### src/design/tabi_pkg.sv
// Package for the two-axis breakpoint interpolator.
// Shared types, codes and size constants; no dependencies.
package tabi_pkg;

  localparam int TABI_MAX_ROWS    = 8;
  localparam int TABI_MAX_COLUMNS = 8;
  localparam int TABI_QUEUE_DEPTH = 2;   // power of two
  localparam int TABI_CFG_AW      = 2;
  localparam int TABI_DIV_STEPS   = 17;

  typedef enum logic [1:0] {
    OP_WR_ROW = 2'd0,
    OP_WR_ENT = 2'd1,
    OP_QUERY  = 2'd2
  } op_t;

  typedef enum logic [1:0] {
    ST_OK        = 2'd0,
    ST_NO_ROWS   = 2'd1,
    ST_EMPTY_ROW = 2'd2
  } status_t;

  typedef enum logic [1:0] {
    K_ROW,
    K_ENT,
    K_QUERY
  } item_kind_t;

  typedef struct packed {
    item_kind_t         kind;
    logic [2:0]         row;
    logic [2:0]         col;
    logic [15:0]        distance;
    logic [3:0]         len;
    logic signed [15:0] height;
    logic signed [15:0] yaw;
    logic [15:0]        amt;
  } item_t;

  typedef struct packed {
    logic signed [16:0] a;
    logic signed [16:0] b;
    logic [15:0]        t;
    logic [15:0]        den;
  } mix_req_t;

  typedef struct packed {
    logic busy;
    logic done;
  } mix_stat_t;

  typedef enum logic [1:0] {
    M_IDLE,
    M_MUL,
    M_DIV,
    M_DONE
  } mix_state_t;

  typedef enum logic [1:0] {
    PH_FIRST,
    PH_LAST,
    PH_SCAN
  } phase_t;

  typedef enum logic [3:0] {
    B_IDLE,
    B_RD,
    B_CK,
    B_CHK_LO,
    B_CHK_HI,
    B_ROW,
    B_VLO,
    B_VLO_CK,
    B_VHI,
    B_VHI_CK,
    B_MY_GO,
    B_MY_WT,
    B_MA_GO,
    B_MA_WT,
    B_ROW_END,
    B_DONE
  } back_state_t;

endpackage

### src/design/tabi_if.sv
// Channel interfaces for the interpolator: item input and result output.
// Valid/ready transfer; no package dependency.
interface tabi_in_if;
  logic               valid;
  logic               ready;
  logic [1:0]         op;
  logic [2:0]         row_index;
  logic [2:0]         column_index;
  logic [15:0]        row_distance;
  logic [3:0]         row_length;
  logic signed [15:0] entry_height;
  logic signed [15:0] entry_yaw;
  logic [15:0]        entry_amount;
  logic [15:0]        query_distance;
  logic signed [15:0] query_height;

  modport source(output valid, op, row_index, column_index, row_distance, row_length,
                 entry_height, entry_yaw, entry_amount, query_distance, query_height,
                 input ready);
  modport sink(input valid, op, row_index, column_index, row_distance, row_length,
               entry_height, entry_yaw, entry_amount, query_distance, query_height,
               output ready);
endinterface

interface tabi_out_if;
  logic               valid;
  logic               ready;
  logic signed [15:0] result_yaw;
  logic [15:0]        result_amount;
  logic [1:0]         status;

  modport source(output valid, result_yaw, result_amount, status, input ready);
  modport sink(input valid, result_yaw, result_amount, status, output ready);
endinterface

### src/design/tabi_front.sv
// Front end: accepts, classifies and queues input transfers, but drops
// bad ops and out-of-range writes. Depends on tabi_pkg and tabi_in_if.
module tabi_front
  import tabi_pkg::*;
#(
  parameter int MAX_ROWS    = TABI_MAX_ROWS,
  parameter int MAX_COLUMNS = TABI_MAX_COLUMNS
) (
  input  logic       clk,
  input  logic       rst_n,
  tabi_in_if.sink    in_ch,
  output item_t      head,
  output logic       head_valid,
  input  logic       pop
);

  localparam int DEPTH = TABI_QUEUE_DEPTH;
  localparam int PW    = (DEPTH > 1) ? $clog2(DEPTH) : 1;
  localparam int CNTW  = $clog2(DEPTH + 1);

  item_t            q_r [DEPTH];
  logic [PW-1:0]    wr_ptr_r, rd_ptr_r;
  logic [CNTW-1:0]  count_r;
  item_t            item;
  logic             keep, push, row_ok, col_ok;

  assign row_ok = int'(in_ch.row_index) < MAX_ROWS;
  assign col_ok = int'(in_ch.column_index) < MAX_COLUMNS;

  always_comb begin
    item.row      = in_ch.row_index;
    item.col      = in_ch.column_index;
    item.len      = (int'(in_ch.row_length) > MAX_COLUMNS) ? 4'(MAX_COLUMNS)
                                                           : in_ch.row_length;
    item.yaw      = in_ch.entry_yaw;
    item.amt      = in_ch.entry_amount;
    item.kind     = K_QUERY;
    item.distance = in_ch.query_distance;
    item.height   = in_ch.query_height;
    keep          = 1'b0;
    unique case (in_ch.op)
      OP_WR_ROW: begin
        item.kind     = K_ROW;
        item.distance = in_ch.row_distance;
        keep          = row_ok;
      end
      OP_WR_ENT: begin
        item.kind   = K_ENT;
        item.height = in_ch.entry_height;
        keep        = row_ok && col_ok;
      end
      OP_QUERY: begin
        keep = 1'b1;
      end
      default: begin
        keep = 1'b0;
      end
    endcase
  end

  assign in_ch.ready = count_r < CNTW'(DEPTH);
  assign push        = in_ch.valid && in_ch.ready && keep;
  assign head        = q_r[rd_ptr_r];
  assign head_valid  = count_r != '0;

  always_ff @(posedge clk) begin
    if (!rst_n) begin
      wr_ptr_r <= '0;
      rd_ptr_r <= '0;
      count_r  <= '0;
    end else begin
      if (push) wr_ptr_r <= wr_ptr_r + 1'b1;
      if (pop)  rd_ptr_r <= rd_ptr_r + 1'b1;
      count_r <= count_r + CNTW'(push) - CNTW'(pop);
    end
  end

  always_ff @(posedge clk) begin
    if (push) q_r[wr_ptr_r] <= item;
  end

endmodule

### src/design/tabi_mix.sv
// Shared interpolation unit: a + (b - a) * t / den, quotient truncated toward zero.
// A multiply state, then a restoring divide one quotient bit per cycle. Uses tabi_pkg.
module tabi_mix
  import tabi_pkg::*;
(
  input  logic               clk,
  input  logic               rst_n,
  input  logic               start,
  input  mix_req_t           req,
  output mix_stat_t          stat,
  output logic signed [16:0] res
);

  localparam int CW = $clog2(TABI_DIV_STEPS);

  mix_state_t          state_r, state_nxt;
  logic signed [16:0]  a_r;
  logic                neg_r;
  logic [16:0]         mag_r, dvd_r, q_r;
  logic [15:0]         t_r, den_r, rem_r;
  logic [CW-1:0]       cnt_r;
  logic signed [17:0]  diff, qs, sum;
  logic [32:0]         prod;
  logic [16:0]         rem2;
  logic                ge;

  assign diff = {req.b[16], req.b} - {req.a[16], req.a};
  assign prod = mag_r * t_r;
  assign rem2 = {rem_r, dvd_r[16]};
  assign ge   = rem2 >= {1'b0, den_r};
  assign qs   = neg_r ? -$signed({1'b0, q_r}) : $signed({1'b0, q_r});
  assign sum  = {a_r[16], a_r} + qs;

  always_comb begin
    state_nxt = state_r;
    unique case (state_r)
      M_IDLE: if (start) state_nxt = M_MUL;
      M_MUL:  state_nxt = M_DIV;
      M_DIV:  if (cnt_r == CW'(TABI_DIV_STEPS - 1)) state_nxt = M_DONE;
      M_DONE: state_nxt = M_IDLE;
      default: state_nxt = M_IDLE;
    endcase
  end

  always_comb begin
    stat.busy = state_r != M_IDLE;
    stat.done = state_r == M_DONE;
    res       = sum[16:0];
  end

  always_ff @(posedge clk) begin
    if (!rst_n) state_r <= M_IDLE;
    else        state_r <= state_nxt;
  end

  always_ff @(posedge clk) begin
    unique case (state_r)
      M_IDLE: begin
        if (start) begin
          a_r   <= req.a;
          neg_r <= diff[17];
          mag_r <= diff[17] ? 17'(-diff) : diff[16:0];
          t_r   <= req.t;
          den_r <= req.den;
        end
      end
      M_MUL: begin
        rem_r <= prod[32:17];
        dvd_r <= prod[16:0];
        cnt_r <= '0;
      end
      M_DIV: begin
        rem_r <= ge ? 16'(rem2 - {1'b0, den_r}) : rem2[15:0];
        q_r   <= {q_r[15:0], ge};
        dvd_r <= {dvd_r[15:0], 1'b0};
        cnt_r <= cnt_r + 1'b1;
      end
      default: begin
      end
    endcase
  end

endmodule

### src/design/tabi_back.sv
// Back end: table stores, breakpoint search sequencer and result register.
// Depends on tabi_pkg, tabi_out_if and tabi_mix.
module tabi_back
  import tabi_pkg::*;
#(
  parameter int MAX_ROWS    = TABI_MAX_ROWS,
  parameter int MAX_COLUMNS = TABI_MAX_COLUMNS
) (
  input  logic        clk,
  input  logic        rst_n,
  input  item_t       head,
  input  logic        head_valid,
  output logic        pop,
  input  logic [3:0]  entry_count,
  tabi_out_if.source  out_ch
);

  localparam int RW = (MAX_ROWS > 1) ? $clog2(MAX_ROWS) : 1;
  localparam int CW = (MAX_COLUMNS > 1) ? $clog2(MAX_COLUMNS) : 1;
  localparam int SW = (RW > CW) ? RW : CW;
  localparam int NW = SW + 1;
  localparam int ENTRIES = MAX_ROWS * MAX_COLUMNS;
  localparam int AW = (ENTRIES > 1) ? $clog2(ENTRIES) : 1;

  // table stores
  logic [15:0]  row_bp_mem [MAX_ROWS];
  logic [47:0]  ent_mem [ENTRIES];
  logic [3:0]   rowlen_r [MAX_ROWS];
  logic [15:0]  row_bp_q;
  logic [47:0]  ent_q;

  back_state_t         state_r, state_nxt;
  phase_t              phase_r;
  logic                lvl_dist_r, pass_r;
  logic [SW-1:0]       idx_r, s_lo_r, s_hi_r;
  logic [NW-1:0]       n_r, nrows;
  logic signed [16:0]  v_r, prev_k_r, sk_lo_r, sk_hi_r, key;
  logic [RW-1:0]       d_lo_r, d_hi_r, row_cur_r, len_addr;
  logic [15:0]         dk_lo_r, dk_hi_r, qd_r, t_r, den_r;
  logic signed [15:0]  qh_r;
  logic signed [16:0]  va_y_r, vb_y_r, va_a_r, vb_a_r, ry_r, ra_r, y0_r, a0_r;
  logic signed [16:0]  hdiff_t, hdiff_d;
  status_t             st_r;
  logic                out_valid_r;
  logic signed [15:0]  out_yaw_r;
  logic [15:0]         out_amt_r;
  status_t             out_st_r;

  logic                found, row_we, ent_we, mix_start, load_out;
  logic [3:0]          len_rd;
  logic [RW-1:0]       row_rd_addr, row_wr_addr;
  logic [AW-1:0]       ent_rd_addr, ent_wr_addr;
  mix_req_t            mix_req;
  mix_stat_t           mstat;
  logic signed [16:0]  mres;

  tabi_mix u_mix (
    .clk   (clk),
    .rst_n (rst_n),
    .start (mix_start),
    .req   (mix_req),
    .stat  (mstat),
    .res   (mres)
  );

  assign row_rd_addr = RW'(idx_r);
  assign row_wr_addr = RW'(head.row);
  assign ent_rd_addr = AW'(int'(row_cur_r) * MAX_COLUMNS + int'(idx_r[CW-1:0]));
  assign ent_wr_addr = AW'(int'(head.row) * MAX_COLUMNS + int'(head.col));

  always_ff @(posedge clk) begin
    if (row_we) row_bp_mem[row_wr_addr] <= head.distance;
    row_bp_q <= row_bp_mem[row_rd_addr];
  end

  always_ff @(posedge clk) begin
    if (ent_we) ent_mem[ent_wr_addr] <= {head.height, head.yaw, head.amt};
    ent_q <= ent_mem[ent_rd_addr];
  end

  always_ff @(posedge clk) begin
    if (!rst_n) begin
      for (int i = 0; i < MAX_ROWS; i++) rowlen_r[i] <= '0;
    end else if (row_we) begin
      rowlen_r[row_wr_addr] <= head.len;
    end
  end

  assign len_rd  = rowlen_r[len_addr];
  assign nrows   = (int'(entry_count) > MAX_ROWS) ? NW'(MAX_ROWS) : NW'(entry_count);
  assign key     = lvl_dist_r ? $signed({1'b0, row_bp_q}) : $signed({ent_q[47], ent_q[47:32]});
  assign hdiff_t = $signed({qh_r[15], qh_r}) - sk_lo_r;
  assign hdiff_d = sk_hi_r - sk_lo_r;

  always_comb begin
    unique case (phase_r)
      PH_FIRST: found = (n_r == NW'(1)) || (v_r <= key);
      PH_LAST:  found = v_r >= key;
      PH_SCAN:  found = key >= v_r;
      default:  found = 1'b1;
    endcase
  end

  // next state
  always_comb begin
    state_nxt = state_r;
    unique case (state_r)
      B_IDLE: begin
        if (head_valid && head.kind == K_QUERY)
          state_nxt = (nrows == '0) ? B_DONE : B_RD;
      end
      B_RD:     state_nxt = B_CK;
      B_CK: begin
        if (found) state_nxt = lvl_dist_r ? B_CHK_LO : B_VLO;
        else       state_nxt = B_RD;
      end
      B_CHK_LO: state_nxt = (len_rd == '0) ? B_DONE : B_CHK_HI;
      B_CHK_HI: state_nxt = (d_lo_r != d_hi_r && len_rd == '0) ? B_DONE : B_ROW;
      B_ROW:    state_nxt = B_RD;
      B_VLO:    state_nxt = B_VLO_CK;
      B_VLO_CK: state_nxt = B_VHI;
      B_VHI:    state_nxt = B_VHI_CK;
      B_VHI_CK: state_nxt = (s_lo_r == s_hi_r) ? B_ROW_END : B_MY_GO;
      B_MY_GO:  state_nxt = B_MY_WT;
      B_MY_WT:  if (mstat.done) state_nxt = B_MA_GO;
      B_MA_GO:  state_nxt = B_MA_WT;
      B_MA_WT:  if (mstat.done) state_nxt = lvl_dist_r ? B_DONE : B_ROW_END;
      B_ROW_END: begin
        if (!pass_r) state_nxt = (d_lo_r == d_hi_r) ? B_DONE : B_ROW;
        else         state_nxt = B_MY_GO;
      end
      B_DONE:   if (!out_valid_r || out_ch.ready) state_nxt = B_IDLE;
      default:  state_nxt = B_IDLE;
    endcase
  end

  // outputs
  always_comb begin
    pop       = (state_r == B_IDLE) && head_valid;
    row_we    = pop && head.kind == K_ROW;
    ent_we    = pop && head.kind == K_ENT;
    mix_start = (state_r == B_MY_GO) || (state_r == B_MA_GO);
    load_out  = (state_r == B_DONE) && (!out_valid_r || out_ch.ready);
    mix_req.t   = t_r;
    mix_req.den = den_r;
    mix_req.a   = (state_r == B_MA_GO) ? va_a_r : va_y_r;
    mix_req.b   = (state_r == B_MA_GO) ? vb_a_r : vb_y_r;
    unique case (state_r)
      B_CHK_LO: len_addr = d_lo_r;
      B_CHK_HI: len_addr = d_hi_r;
      default:  len_addr = row_cur_r;
    endcase
  end

  always_ff @(posedge clk) begin
    if (!rst_n) begin
      state_r     <= B_IDLE;
      out_valid_r <= 1'b0;
    end else begin
      state_r <= state_nxt;
      if (load_out)          out_valid_r <= 1'b1;
      else if (out_ch.ready) out_valid_r <= 1'b0;
    end
  end

  always_ff @(posedge clk) begin
    if (load_out) begin
      out_yaw_r <= ry_r[15:0];
      out_amt_r <= ra_r[15:0];
      out_st_r  <= st_r;
    end
  end

  always_ff @(posedge clk) begin
    unique case (state_r)
      B_IDLE: begin
        if (head_valid && head.kind == K_QUERY) begin
          qd_r       <= head.distance;
          qh_r       <= head.height;
          st_r       <= ST_OK;
          ry_r       <= '0;
          ra_r       <= '0;
          n_r        <= nrows;
          v_r        <= $signed({1'b0, head.distance});
          idx_r      <= '0;
          phase_r    <= PH_FIRST;
          lvl_dist_r <= 1'b1;
          if (nrows == '0) st_r <= ST_NO_ROWS;
        end
      end
      B_CK: begin
        unique case (phase_r)
          PH_FIRST: begin
            if (found) begin
              s_lo_r <= '0; s_hi_r <= '0; sk_lo_r <= key; sk_hi_r <= key;
              if (lvl_dist_r) begin
                d_lo_r <= '0; d_hi_r <= '0; dk_lo_r <= key[15:0]; dk_hi_r <= key[15:0];
              end
              idx_r  <= '0;
            end else begin
              prev_k_r <= key;
              phase_r  <= PH_LAST;
              idx_r    <= SW'(n_r - 1'b1);
            end
          end
          PH_LAST: begin
            if (found) begin
              s_lo_r <= idx_r; s_hi_r <= idx_r; sk_lo_r <= key; sk_hi_r <= key;
              if (lvl_dist_r) begin
                d_lo_r <= RW'(idx_r); d_hi_r <= RW'(idx_r);
                dk_lo_r <= key[15:0]; dk_hi_r <= key[15:0];
              end
            end else begin
              phase_r <= PH_SCAN;
              idx_r   <= SW'(1);
            end
          end
          default: begin
            if (found) begin
              s_lo_r <= idx_r - 1'b1; s_hi_r <= idx_r;
              sk_lo_r <= prev_k_r; sk_hi_r <= key;
              if (lvl_dist_r) begin
                d_lo_r <= RW'(idx_r - 1'b1); d_hi_r <= RW'(idx_r);
                dk_lo_r <= prev_k_r[15:0]; dk_hi_r <= key[15:0];
              end
              idx_r  <= idx_r - 1'b1;
            end else begin
              prev_k_r <= key;
              idx_r    <= idx_r + 1'b1;
            end
          end
        endcase
      end
      B_CHK_LO: if (len_rd == '0) st_r <= ST_EMPTY_ROW;
      B_CHK_HI: begin
        if (d_lo_r != d_hi_r && len_rd == '0) st_r <= ST_EMPTY_ROW;
        row_cur_r <= d_lo_r;
        pass_r    <= 1'b0;
      end
      B_ROW: begin
        n_r        <= NW'(len_rd);
        v_r        <= $signed({qh_r[15], qh_r});
        idx_r      <= '0;
        phase_r    <= PH_FIRST;
        lvl_dist_r <= 1'b0;
      end
      B_VLO_CK: begin
        va_y_r <= $signed({ent_q[31], ent_q[31:16]});
        va_a_r <= $signed({1'b0, ent_q[15:0]});
        idx_r  <= s_hi_r;
      end
      B_VHI_CK: begin
        vb_y_r <= $signed({ent_q[31], ent_q[31:16]});
        vb_a_r <= $signed({1'b0, ent_q[15:0]});
        t_r    <= hdiff_t[15:0];
        den_r  <= hdiff_d[15:0];
        if (s_lo_r == s_hi_r) begin
          ry_r <= va_y_r;
          ra_r <= va_a_r;
        end
      end
      B_MY_WT: if (mstat.done) ry_r <= mres;
      B_MA_WT: if (mstat.done) ra_r <= mres;
      B_ROW_END: begin
        if (!pass_r) begin
          y0_r      <= ry_r;
          a0_r      <= ra_r;
          pass_r    <= 1'b1;
          row_cur_r <= d_hi_r;
        end else begin
          va_y_r     <= y0_r;
          vb_y_r     <= ry_r;
          va_a_r     <= a0_r;
          vb_a_r     <= ra_r;
          t_r        <= qd_r - dk_lo_r;
          den_r      <= dk_hi_r - dk_lo_r;
          lvl_dist_r <= 1'b1;
        end
      end
      default: begin
      end
    endcase
  end

  assign out_ch.valid         = out_valid_r;
  assign out_ch.result_yaw    = out_yaw_r;
  assign out_ch.result_amount = out_amt_r;
  assign out_ch.status        = out_st_r;

`ifndef SYNTHESIS
  a_mix_start_idle: assert property (@(posedge clk) disable iff (!rst_n)
    mix_start |-> !mstat.busy) else $error("mix unit started while busy");

  a_probe_in_range: assert property (@(posedge clk) disable iff (!rst_n)
    state_r == B_CK |-> {1'b0, idx_r} < n_r) else $error("probe index past table end");

  a_load_from_done: assert property (@(posedge clk) disable iff (!rst_n)
    $rose(out_valid_r) |-> $past(state_r) == B_DONE) else $error("result loaded early");

  a_error_zero: assert property (@(posedge clk) disable iff (!rst_n)
    out_valid_r && out_st_r != ST_OK |-> out_yaw_r == '0 && out_amt_r == '0)
    else $error("error result carries data");
`endif

endmodule

### src/design/two_axis_breakpoint_interpolator.sv
// Two-axis breakpoint interpolator. A table write leaves the queue as soon as it is at
// its head while the sequencer is idle. A query ends early when there are no distance
// rows or a selected row is empty. Otherwise its duration is set by the breakpoint probes
// through the registered table memories and by the single shared multiply/divide unit,
// which runs up to six interpolations per query. A two-entry queue keeps accepting items
// while a query runs until it is full, and the result register holds a finished result
// until taken.
// Depends on tabi_pkg, tabi_if, tabi_front and tabi_back.
module two_axis_breakpoint_interpolator
  import tabi_pkg::*;
#(
  parameter int MAX_ROWS    = TABI_MAX_ROWS,
  parameter int MAX_COLUMNS = TABI_MAX_COLUMNS
) (
  input  logic                   clk,
  input  logic                   rst_n,
  tabi_in_if.sink                in_ch,
  tabi_out_if.source             out_ch,
  input  logic                   cfg_psel,
  input  logic                   cfg_penable,
  input  logic                   cfg_pwrite,
  input  logic [TABI_CFG_AW-1:0] cfg_paddr,
  input  logic [31:0]            cfg_pwdata,
  output logic [31:0]            cfg_prdata,
  output logic                   cfg_pready
);

  logic [3:0] entry_count_r;
  item_t      head;
  logic       head_valid, pop;

  always_ff @(posedge clk) begin
    if (!rst_n) begin
      entry_count_r <= '0;
    end else if (cfg_psel && cfg_penable && cfg_pwrite) begin
      entry_count_r <= cfg_pwdata[3:0];
    end
  end

  assign cfg_pready = 1'b1;
  assign cfg_prdata = (cfg_paddr == '0) ? {28'd0, entry_count_r} : {28'd0, entry_count_r};

  tabi_front #(
    .MAX_ROWS    (MAX_ROWS),
    .MAX_COLUMNS (MAX_COLUMNS)
  ) u_front (
    .clk        (clk),
    .rst_n      (rst_n),
    .in_ch      (in_ch),
    .head       (head),
    .head_valid (head_valid),
    .pop        (pop)
  );

  tabi_back #(
    .MAX_ROWS    (MAX_ROWS),
    .MAX_COLUMNS (MAX_COLUMNS)
  ) u_back (
    .clk         (clk),
    .rst_n       (rst_n),
    .head        (head),
    .head_valid  (head_valid),
    .pop         (pop),
    .entry_count (entry_count_r),
    .out_ch      (out_ch)
  );

endmodule

### src/flat_wrapper.sv
// flat-port wrapper written by rule: the top's interface ports become plain ports
module two_axis_breakpoint_interpolator_flat import tabi_pkg::*;
#(
  parameter int MAX_ROWS    = TABI_MAX_ROWS,
  parameter int MAX_COLUMNS = TABI_MAX_COLUMNS
)
  (clk, rst_n, cfg_psel, cfg_penable, cfg_pwrite, cfg_paddr, cfg_pwdata, cfg_prdata, cfg_pready, in_ch_valid, in_ch_op, in_ch_row_index, in_ch_column_index, in_ch_row_distance, in_ch_row_length, in_ch_entry_height, in_ch_entry_yaw, in_ch_entry_amount, in_ch_query_distance, in_ch_query_height, in_ch_ready, out_ch_valid, out_ch_result_yaw, out_ch_result_amount, out_ch_status, out_ch_ready);
  tabi_in_if in_ch_i ();
  tabi_out_if out_ch_i ();
  input  logic clk;
  input  logic rst_n;
  input  logic cfg_psel;
  input  logic cfg_penable;
  input  logic cfg_pwrite;
  input  logic [TABI_CFG_AW-1:0] cfg_paddr;
  input  logic [31:0] cfg_pwdata;
  output logic [31:0] cfg_prdata;
  output logic cfg_pready;
  input wire logic [$bits(in_ch_i.valid)-1:0] in_ch_valid;
  input wire logic [$bits(in_ch_i.op)-1:0] in_ch_op;
  input wire logic [$bits(in_ch_i.row_index)-1:0] in_ch_row_index;
  input wire logic [$bits(in_ch_i.column_index)-1:0] in_ch_column_index;
  input wire logic [$bits(in_ch_i.row_distance)-1:0] in_ch_row_distance;
  input wire logic [$bits(in_ch_i.row_length)-1:0] in_ch_row_length;
  input wire logic [$bits(in_ch_i.entry_height)-1:0] in_ch_entry_height;
  input wire logic [$bits(in_ch_i.entry_yaw)-1:0] in_ch_entry_yaw;
  input wire logic [$bits(in_ch_i.entry_amount)-1:0] in_ch_entry_amount;
  input wire logic [$bits(in_ch_i.query_distance)-1:0] in_ch_query_distance;
  input wire logic [$bits(in_ch_i.query_height)-1:0] in_ch_query_height;
  output wire logic [$bits(in_ch_i.ready)-1:0] in_ch_ready;
  output wire logic [$bits(out_ch_i.valid)-1:0] out_ch_valid;
  output wire logic [$bits(out_ch_i.result_yaw)-1:0] out_ch_result_yaw;
  output wire logic [$bits(out_ch_i.result_amount)-1:0] out_ch_result_amount;
  output wire logic [$bits(out_ch_i.status)-1:0] out_ch_status;
  input wire logic [$bits(out_ch_i.ready)-1:0] out_ch_ready;
  assign in_ch_i.valid = in_ch_valid;
  assign in_ch_i.op = in_ch_op;
  assign in_ch_i.row_index = in_ch_row_index;
  assign in_ch_i.column_index = in_ch_column_index;
  assign in_ch_i.row_distance = in_ch_row_distance;
  assign in_ch_i.row_length = in_ch_row_length;
  assign in_ch_i.entry_height = in_ch_entry_height;
  assign in_ch_i.entry_yaw = in_ch_entry_yaw;
  assign in_ch_i.entry_amount = in_ch_entry_amount;
  assign in_ch_i.query_distance = in_ch_query_distance;
  assign in_ch_i.query_height = in_ch_query_height;
  assign in_ch_ready = in_ch_i.ready;
  assign out_ch_valid = out_ch_i.valid;
  assign out_ch_result_yaw = out_ch_i.result_yaw;
  assign out_ch_result_amount = out_ch_i.result_amount;
  assign out_ch_status = out_ch_i.status;
  assign out_ch_i.ready = out_ch_ready;
  two_axis_breakpoint_interpolator #(.MAX_ROWS(MAX_ROWS), .MAX_COLUMNS(MAX_COLUMNS)) u_core (.clk(clk), .rst_n(rst_n), .in_ch(in_ch_i), .out_ch(out_ch_i), .cfg_psel(cfg_psel), .cfg_penable(cfg_penable), .cfg_pwrite(cfg_pwrite), .cfg_paddr(cfg_paddr), .cfg_pwdata(cfg_pwdata), .cfg_prdata(cfg_prdata), .cfg_pready(cfg_pready));
endmodule
### config.mk
export PLATFORM = sky130hd
export DESIGN_NAME = two_axis_breakpoint_interpolator_flat
export DESIGN_NICKNAME = d
export VERILOG_FILES = /design/src/design/tabi_pkg.sv /design/src/design/tabi_if.sv /design/src/design/tabi_front.sv /design/src/design/tabi_mix.sv /design/src/design/tabi_back.sv /design/src/design/two_axis_breakpoint_interpolator.sv /design/src/flat_wrapper.sv
export SDC_FILE = /design/constraint.sdc
export NUM_CORES = 2
export LEC_CHECK = 0
export CAP_MARGIN = 20
export CORE_MARGIN = 2
export CORE_UTILIZATION = 52
export DETAILED_ROUTE_END_ITERATION = 6
export DONT_BUFFER_PORTS = 1
export PLACE_DENSITY_LB_ADDON = 0.15
export SYNTH_ARGS = -nofsm -noshare
export SYNTH_HDL_FRONTEND = slang
export SYNTH_SLANG_ARGS = --single-unit
### constraint.sdc
create_clock -name clk -period 19.1 [get_ports clk]
set_input_delay 0.955 -clock clk [delete_from_list [all_inputs] [get_ports clk]]
set_output_delay 0.955 -clock clk [all_outputs]
set_load 0.05 [all_outputs]
Word level (Yosys, flattened, before mapping)
Memories as Yosys holds them, arrays and structs flattened. A register that Yosys moved wholly into a read port is not among the register bits.
Index checks and enable logic that the tools add are counted.
Widths: inputs -> output; s select.
Storage, ports and cells
  register bits after elaboration: 496
  word-level logic and storage cells: 295
  latch bits: 0
  output and inout port bits: 69
  memories kept: 4
  RAM bits: 3384
  input bits: 149
  memory bits (read-only): 0
Operators by class
  bitwise operators: 3
  div/mod/pow operators: 0
  shift operators: 0
  add/sub/neg operators: 19
  reduce and logical (&&, ||, !) cells: 55
  multipliers: 1
  equality and inequality tests: 43
  magnitude comparators: 7
  mux-type cells: 115
Memory list
  u_core.u_back.ent_mem: depth 64, bits a word 48, read ports 1, clocked after memory_dff 1, write ports 1, RTL line tabi_back.sv:27  | logic [47:0] ent_mem [ENTRIES];
  u_core.u_front.q_r: depth 2, bits a word 76, read ports 1, clocked after memory_dff 1, write ports 1, RTL line tabi_front.sv:21  | item_t q_r [DEPTH];
  u_core.u_back.row_bp_mem: depth 8, bits a word 16, read ports 1, clocked after memory_dff 1, write ports 1, RTL line tabi_back.sv:26  | logic [15:0] row_bp_mem [MAX_ROWS];
  u_core.u_back.rowlen_r: depth 8, bits a word 4, read ports 1, clocked after memory_dff 0, write ports 8, RTL line tabi_back.sv:28  | logic [3:0] rowlen_r [MAX_ROWS];
Operators with widths (number)
  $mux 17: 14
  $mux 16: 13
  $pmux 17 s2: 6
  $pmux 17 s3: 2
  $pmux 16 s2: 3
  $sub 16x16->16: 5
  $pmux 4 s16: 1
  $mux 3: 20
  $mux 4: 13
  $ge 17x17->1: 2
  $neg 17->17: 2
  $mul 17x16->33: 1
  $eq 4x4->1 const B: 8
  $pmux 3 s2: 5
  $mux 1: 19
  $ne 2x2->1 const B: 9
  $reduce_and 2->1: 9
  $sub 17x17->18: 1
  $add 17x17->17: 1
  $ge 17x16->1: 1
  $le 17x17->1: 1
  $eq 4x3->1 const B: 4
  $mux 2: 8
  $reduce_and 4->1: 4
  other kinds (40): 91

Depth between registers and ports, before layout
  word-level depth: 8
  depth in mapped cells: 24
  mapped depth without buffers: 22

Cells and area by module
Synthesis repeated with hierarchy kept, for this count alone.
Unflattened totals
  cells, all modules: 8233
  area, all modules: 164301.3 µm²
Modules (own cells, without submodules)
  tabi_back: seq. area each 109214.7 µm², area each 141330.5 µm², cells an instance 6182, times used 1
  tabi_mix: seq. area each 3703.6 µm², area each 16393.2 µm², cells an instance 1697, times used 1
  tabi_front: seq. area each 4664.5 µm², area each 6187.2 µm², cells an instance 304, times used 1
  two_axis_breakpoint_interpolator: seq. area each 80.1 µm², area each 390.4 µm², cells an instance 50, times used 1

Least setup slack after synthesis
No wires, ideal clock.
  path kind: flip-flop to flip-flop
  start point: register u_core.u_back.u_mix.t_r[1]
  end point: register u_core.u_back.u_mix.rem_r[13] (data pin)
  stages on the path, launching flop included: 20
  arrival time: 5.929 ns
  setup time: 0.256 ns
  setup slack: 12.915 ns
  buffers on the path: 1
  cell sequence: edfxtp_1 -> clkbuf_1 -> nand2_1 -> fa_1 -> fa_1 -> fa_1 -> fa_1 -> inv_1 -> fa_1 -> fa_1 -> ha_1 -> a21o_1 -> a21o_1 -> a221oi_2 -> o21ai_0 -> a21o_1 -> a31o_2 -> o31ai_1 -> xnor2_1 -> o22a_1
On the way
  word-level cells in the longest chain between the ends: 2
Ends and longest elaborated chain
  from (decl): RTL line tabi_mix.sv:20  | logic [15:0] t_r, den_r, rem_r;
  from (signal assigned): RTL line tabi_mix.sv:63  | t_r <= req.t;
  $mul 17x16->33: RTL line tabi_mix.sv:28  | assign prod = mag_r * t_r;
  $pmux 16 s2: RTL line tabi_mix.sv:57  | unique case (state_r)
  to (signal assigned): RTL line tabi_mix.sv:68  | rem_r <= prod[32:17];
  to (signal assigned): RTL line tabi_mix.sv:73  | rem_r <= ge ? 16'(rem2 - {1'b0, den_r}) : rem2[15:0];
  to (decl): RTL line tabi_mix.sv:20
No other way between the ends.
A chain may end at the register's enable or synchronous reset.

Worst setup path in the final report
  start point: register u_core.u_back.u_mix.t_r[1]
  end point: register u_core.u_back.u_mix.rem_r[14] (data pin)
Same word-level chain as after synthesis.

==> results.tsv <==
metric	value	unit
Sw Ratio	33.5	%
drt drc	0	
CTS clk-pin slew, worst paths	70	ps
CP Max Fanout	17	
Synth Area in Compound Gates	1.96	%
worst slew pin tran	1210	ps
CP Data Arrival Time	8180	ps
Internal Pwr Total	20.3	mW
H-tree lvl count	5	
CTS sink count	3945	
Final Non-Filler Cells	13000	
Resized cells post-CTS	0	
synth top area cells	edfxtp_1 (71%), mux4_2 (14%), fa_1 (2.6%)	
fin crit share	39.5	%
Synth top area share	70.7	%
Peak Freq	0.133	GHz
asr flop ratio synth	0	%
CP cell instances	nand2_1, fa_1, fa_1, inv_1, fa_1, fa_1, fa_1, inv_1, fa_1, inv_1, ha_1, nand2_1, or3_1, nor4b_1, o21ai_0, a31oi_1, o31ai_1, mux2i_1, a21oi_1, a31oi_1	
Mapped Area	0.164	mm²
Worst Setup SP	u_core.u_back.u_mix.t_r[1]	
most used cell, CP	fa_1	
leakage	60.3	nW
setup tns final	0	ps
Hold Crit Class	in -> reg	
crit start category	register	
worst endpoint required time	19740	ps
Final Instance Area	0.184	mm²
Seq cells post-synth	3945	
relative slew slack	19.6	%
Initial Util	52.2	%
width of the die	566	µm
placed cell areas	0.170	mm²
Setup Viol. Count Final	0	
YS warnings	0	
register-to-register setup slack	11560	ps
Final Hold Viols	0	
reg-to-reg startpoint	u_core.u_back.u_mix.t_r[1]	
simple-gate share of the synthesized area	3.09	%
Critical Path Max Stage Delay	940	ps
core area	0.314	mm²
Synth cell types	78	
Routed Antenna Nets	0	
first-pass GRT wire length	580	mm
Synth area leader	edfxtp_1	
Net Sw Power	10.2	mW
Area growth syn-to-layout	12.1	%
crit path time final	7540	ps
r2r endpoint	u_core.u_back.u_mix.rem_r[14]	
Synth Area in Adders	4.49	%
largest net degree at the start of global routing	150	
vias in the first global route	81996	
register area share after synthesis	71.7	%
Max-Cap Viols	0	
clk_lat worst skew	980	ps
worst clock skew	74.2	ps
Chip Height	566	µm
Slowest cell on crit path	edfxtp_1	
clock buffer depth	4	
share of layout cells above drive strength 1	24.1	%
overall routed net length	405	mm
Clock power frac	25.7	%
reg2reg path depth	20	
fillers	22833	
delay-heaviest family, CP	adder cells	
Peak VDD IR	0.328	mV
HPWL after DPL	233	mm
Routed wire per std cell	31.1	µm
top_reg_cell synth	edfxtp_1	
GRT Util Overall	25.4	%
register share of total power	36.7	%
P per Cell Area	166	mW/mm²
largest family of logic cells by synthesized area	multiplexers	
Slew Limit Fails	0	
number of cells on the critical path	20	
Post-Synth XOR/XNOR Area	0.805	%
initial antenna violation count	31	
grt total ovfl	0	
CP Class	reg -> reg	
Worst setup endpoint	u_core.u_back.u_mix.rem_r[14]	
GP Congestion	0.866	
Die ar.	0.320	mm²
Port Buffer Count	0	
Worst Hold Depth	0	
Starting DRT DRC Count	9352	
Vias	80755	
iteration count of the initial detailed-routing pass	6	
RSZ-0062 raised after global routing	no	
placed insts	12206	
multiplexer share of the synthesized area	16.1	%
status	completed	
post-DR vias/cell	6.21	
CP bufs+invs	3	
number of synthesized flops with an enable pin	3865	
CTS buffer count	404	
num rows	206	
Syn Inst Count	8245	
Layout Nets	9109	
Worst setup EP type	register	
Ports	218	
root buffer cell	clkbuf_16	
Combinational Power Share	37.6	%
CTS tree	built	
Mean Syn Cell Area	19.9	µm²
## power groups by stage
stage | Combinational [mW] | Clock [mW] | Sequential [mW]
6_report | 11.5 | 7.83 | 11.2
5_1_grt | 12.6 | 8.28 | 11.2
4_1_cts | 11.4 | 7.96 | 11.2
3_5_place_dp | 11.3 | 0 | 11.4
3_3_place_gp | 11.1 | 0 | 11.4
2_1_floorplan | 8.07 | 0 | 11.2
## what timing repair did
action	4_1_cts	5_1_grt
hold buffers	6	0
setup buffers	0	0
hold endpoints to repair	12	0
## routing by layer
metal | GRT usage (%) | part of all wire (%) | wire (µm) | up-vias
met3 | 3.89 | 7.5 | 30200 | 607
met4 | 6.45 | 2.5 | 10000 | 4
met1 | 36.4 | 41 | 167000 | 43488
li1 | - | - | - | 33476
met2 | 41.1 | 49 | 197000 | 3180
met5 | 0 | 0.0067 | 27 | -
## stage by stage
step                hold slack, ps  total power [mW]  utilization, %  worst slack (ps)
floorplan                      400              19.3               -             12910
global placement               407              22.5            54.0             11630
detailed placement             405              22.7            54.0             11600
CTS                           1.31              30.6            58.2             11560
global route                  35.4              32.1            58.5             11160
finish                        76.7              30.5            58.5             11560
## cell type report
type | instances | area, µm² | area share (%)
timing repair buffer | 206 | 2240 | 1.22
clock inverter | 234 | 2490 | 1.36
antenna | 10 | 25.0 | 0.0136
tap | 4160 | 5200 | 2.83
inverter | 391 | 1470 | 0.799
multi-input combinational | 3552 | 44100 | 24.0
clock buffer | 502 | 10700 | 5.83
sequential | 3945 | 118000 | 64.0
## cells in the mapped netlist (all sizes together), types with 34 or more instances
master  number
a21oi      124
nor2       220
xnor2      101
buf        142
mux4      1023
nand3       34
nor3        57
dfxtp       80
mux2       206
edfxtp    3865
nand2      468
nor2b       46
fa         215
xor2        49
o21ai      127
inv        391
clkbuf     242
ha         245
and2       140
mux2i       98
## placed cells by master, fill, tap and decap left out, types with 69 or more instances in the layout
cell type  count
edfxtp_1    3865
mux4_2      1023
nand2_1      467
clkbuf_16    409
inv_1        389
ha_1         244
fa_1         215
mux2_2       206
nor2_1       148
buf_4        146
and2_1       139
o21ai_0      123
a21oi_1      121
xnor2_1      101
mux2i_1       98
clkinv_1      80
clkbuf_1      80
dfxtp_1       79
nor2_4        70
clkinv_2      69
## sequential cells by signal (all words and copies together), names as in the netlist, 32 cells and up, named ones only
| signal | flops |
|---|---|
| u_core.u_back.ent_mem | 3072 |
| u_core.u_front.q_r | 152 |
| u_core.u_back.row_bp_mem | 128 |
| u_core.u_back.ent_q | 48 |
| u_core.u_back.rowlen_r | 32 |
## kinds of logic after synthesis
group,after synthesis
DFF,3945
and+or+nand+nor,1094
buffers and inverters,775
adders and majority gates,460
xor gates and xnor gates,150
AOI/OAI and AO/OA,492
other,2
muxes,1327
## how the worst min path moves through the flow
stage	startpoint	to	slack, ps
floorplan	u_core.u_back.st_r[0]	u_core.u_back.out_ch.status[0]	400
global placement	u_core.u_back.den_r[12]	u_core.u_back.u_mix.den_r[12]	410
detailed placement	u_core.u_back.den_r[6]	u_core.u_back.u_mix.den_r[6]	410
CTS	in_ch_row_index[0]	u_core.u_front.q_r[1][71]	1
global route	in_ch_row_index[0]	u_core.u_front.q_r[1][71]	40
finish	in_ch_row_index[0]	u_core.u_front.q_r[0][71]	80
Note: power is estimated with default switching activity, not from simulation.
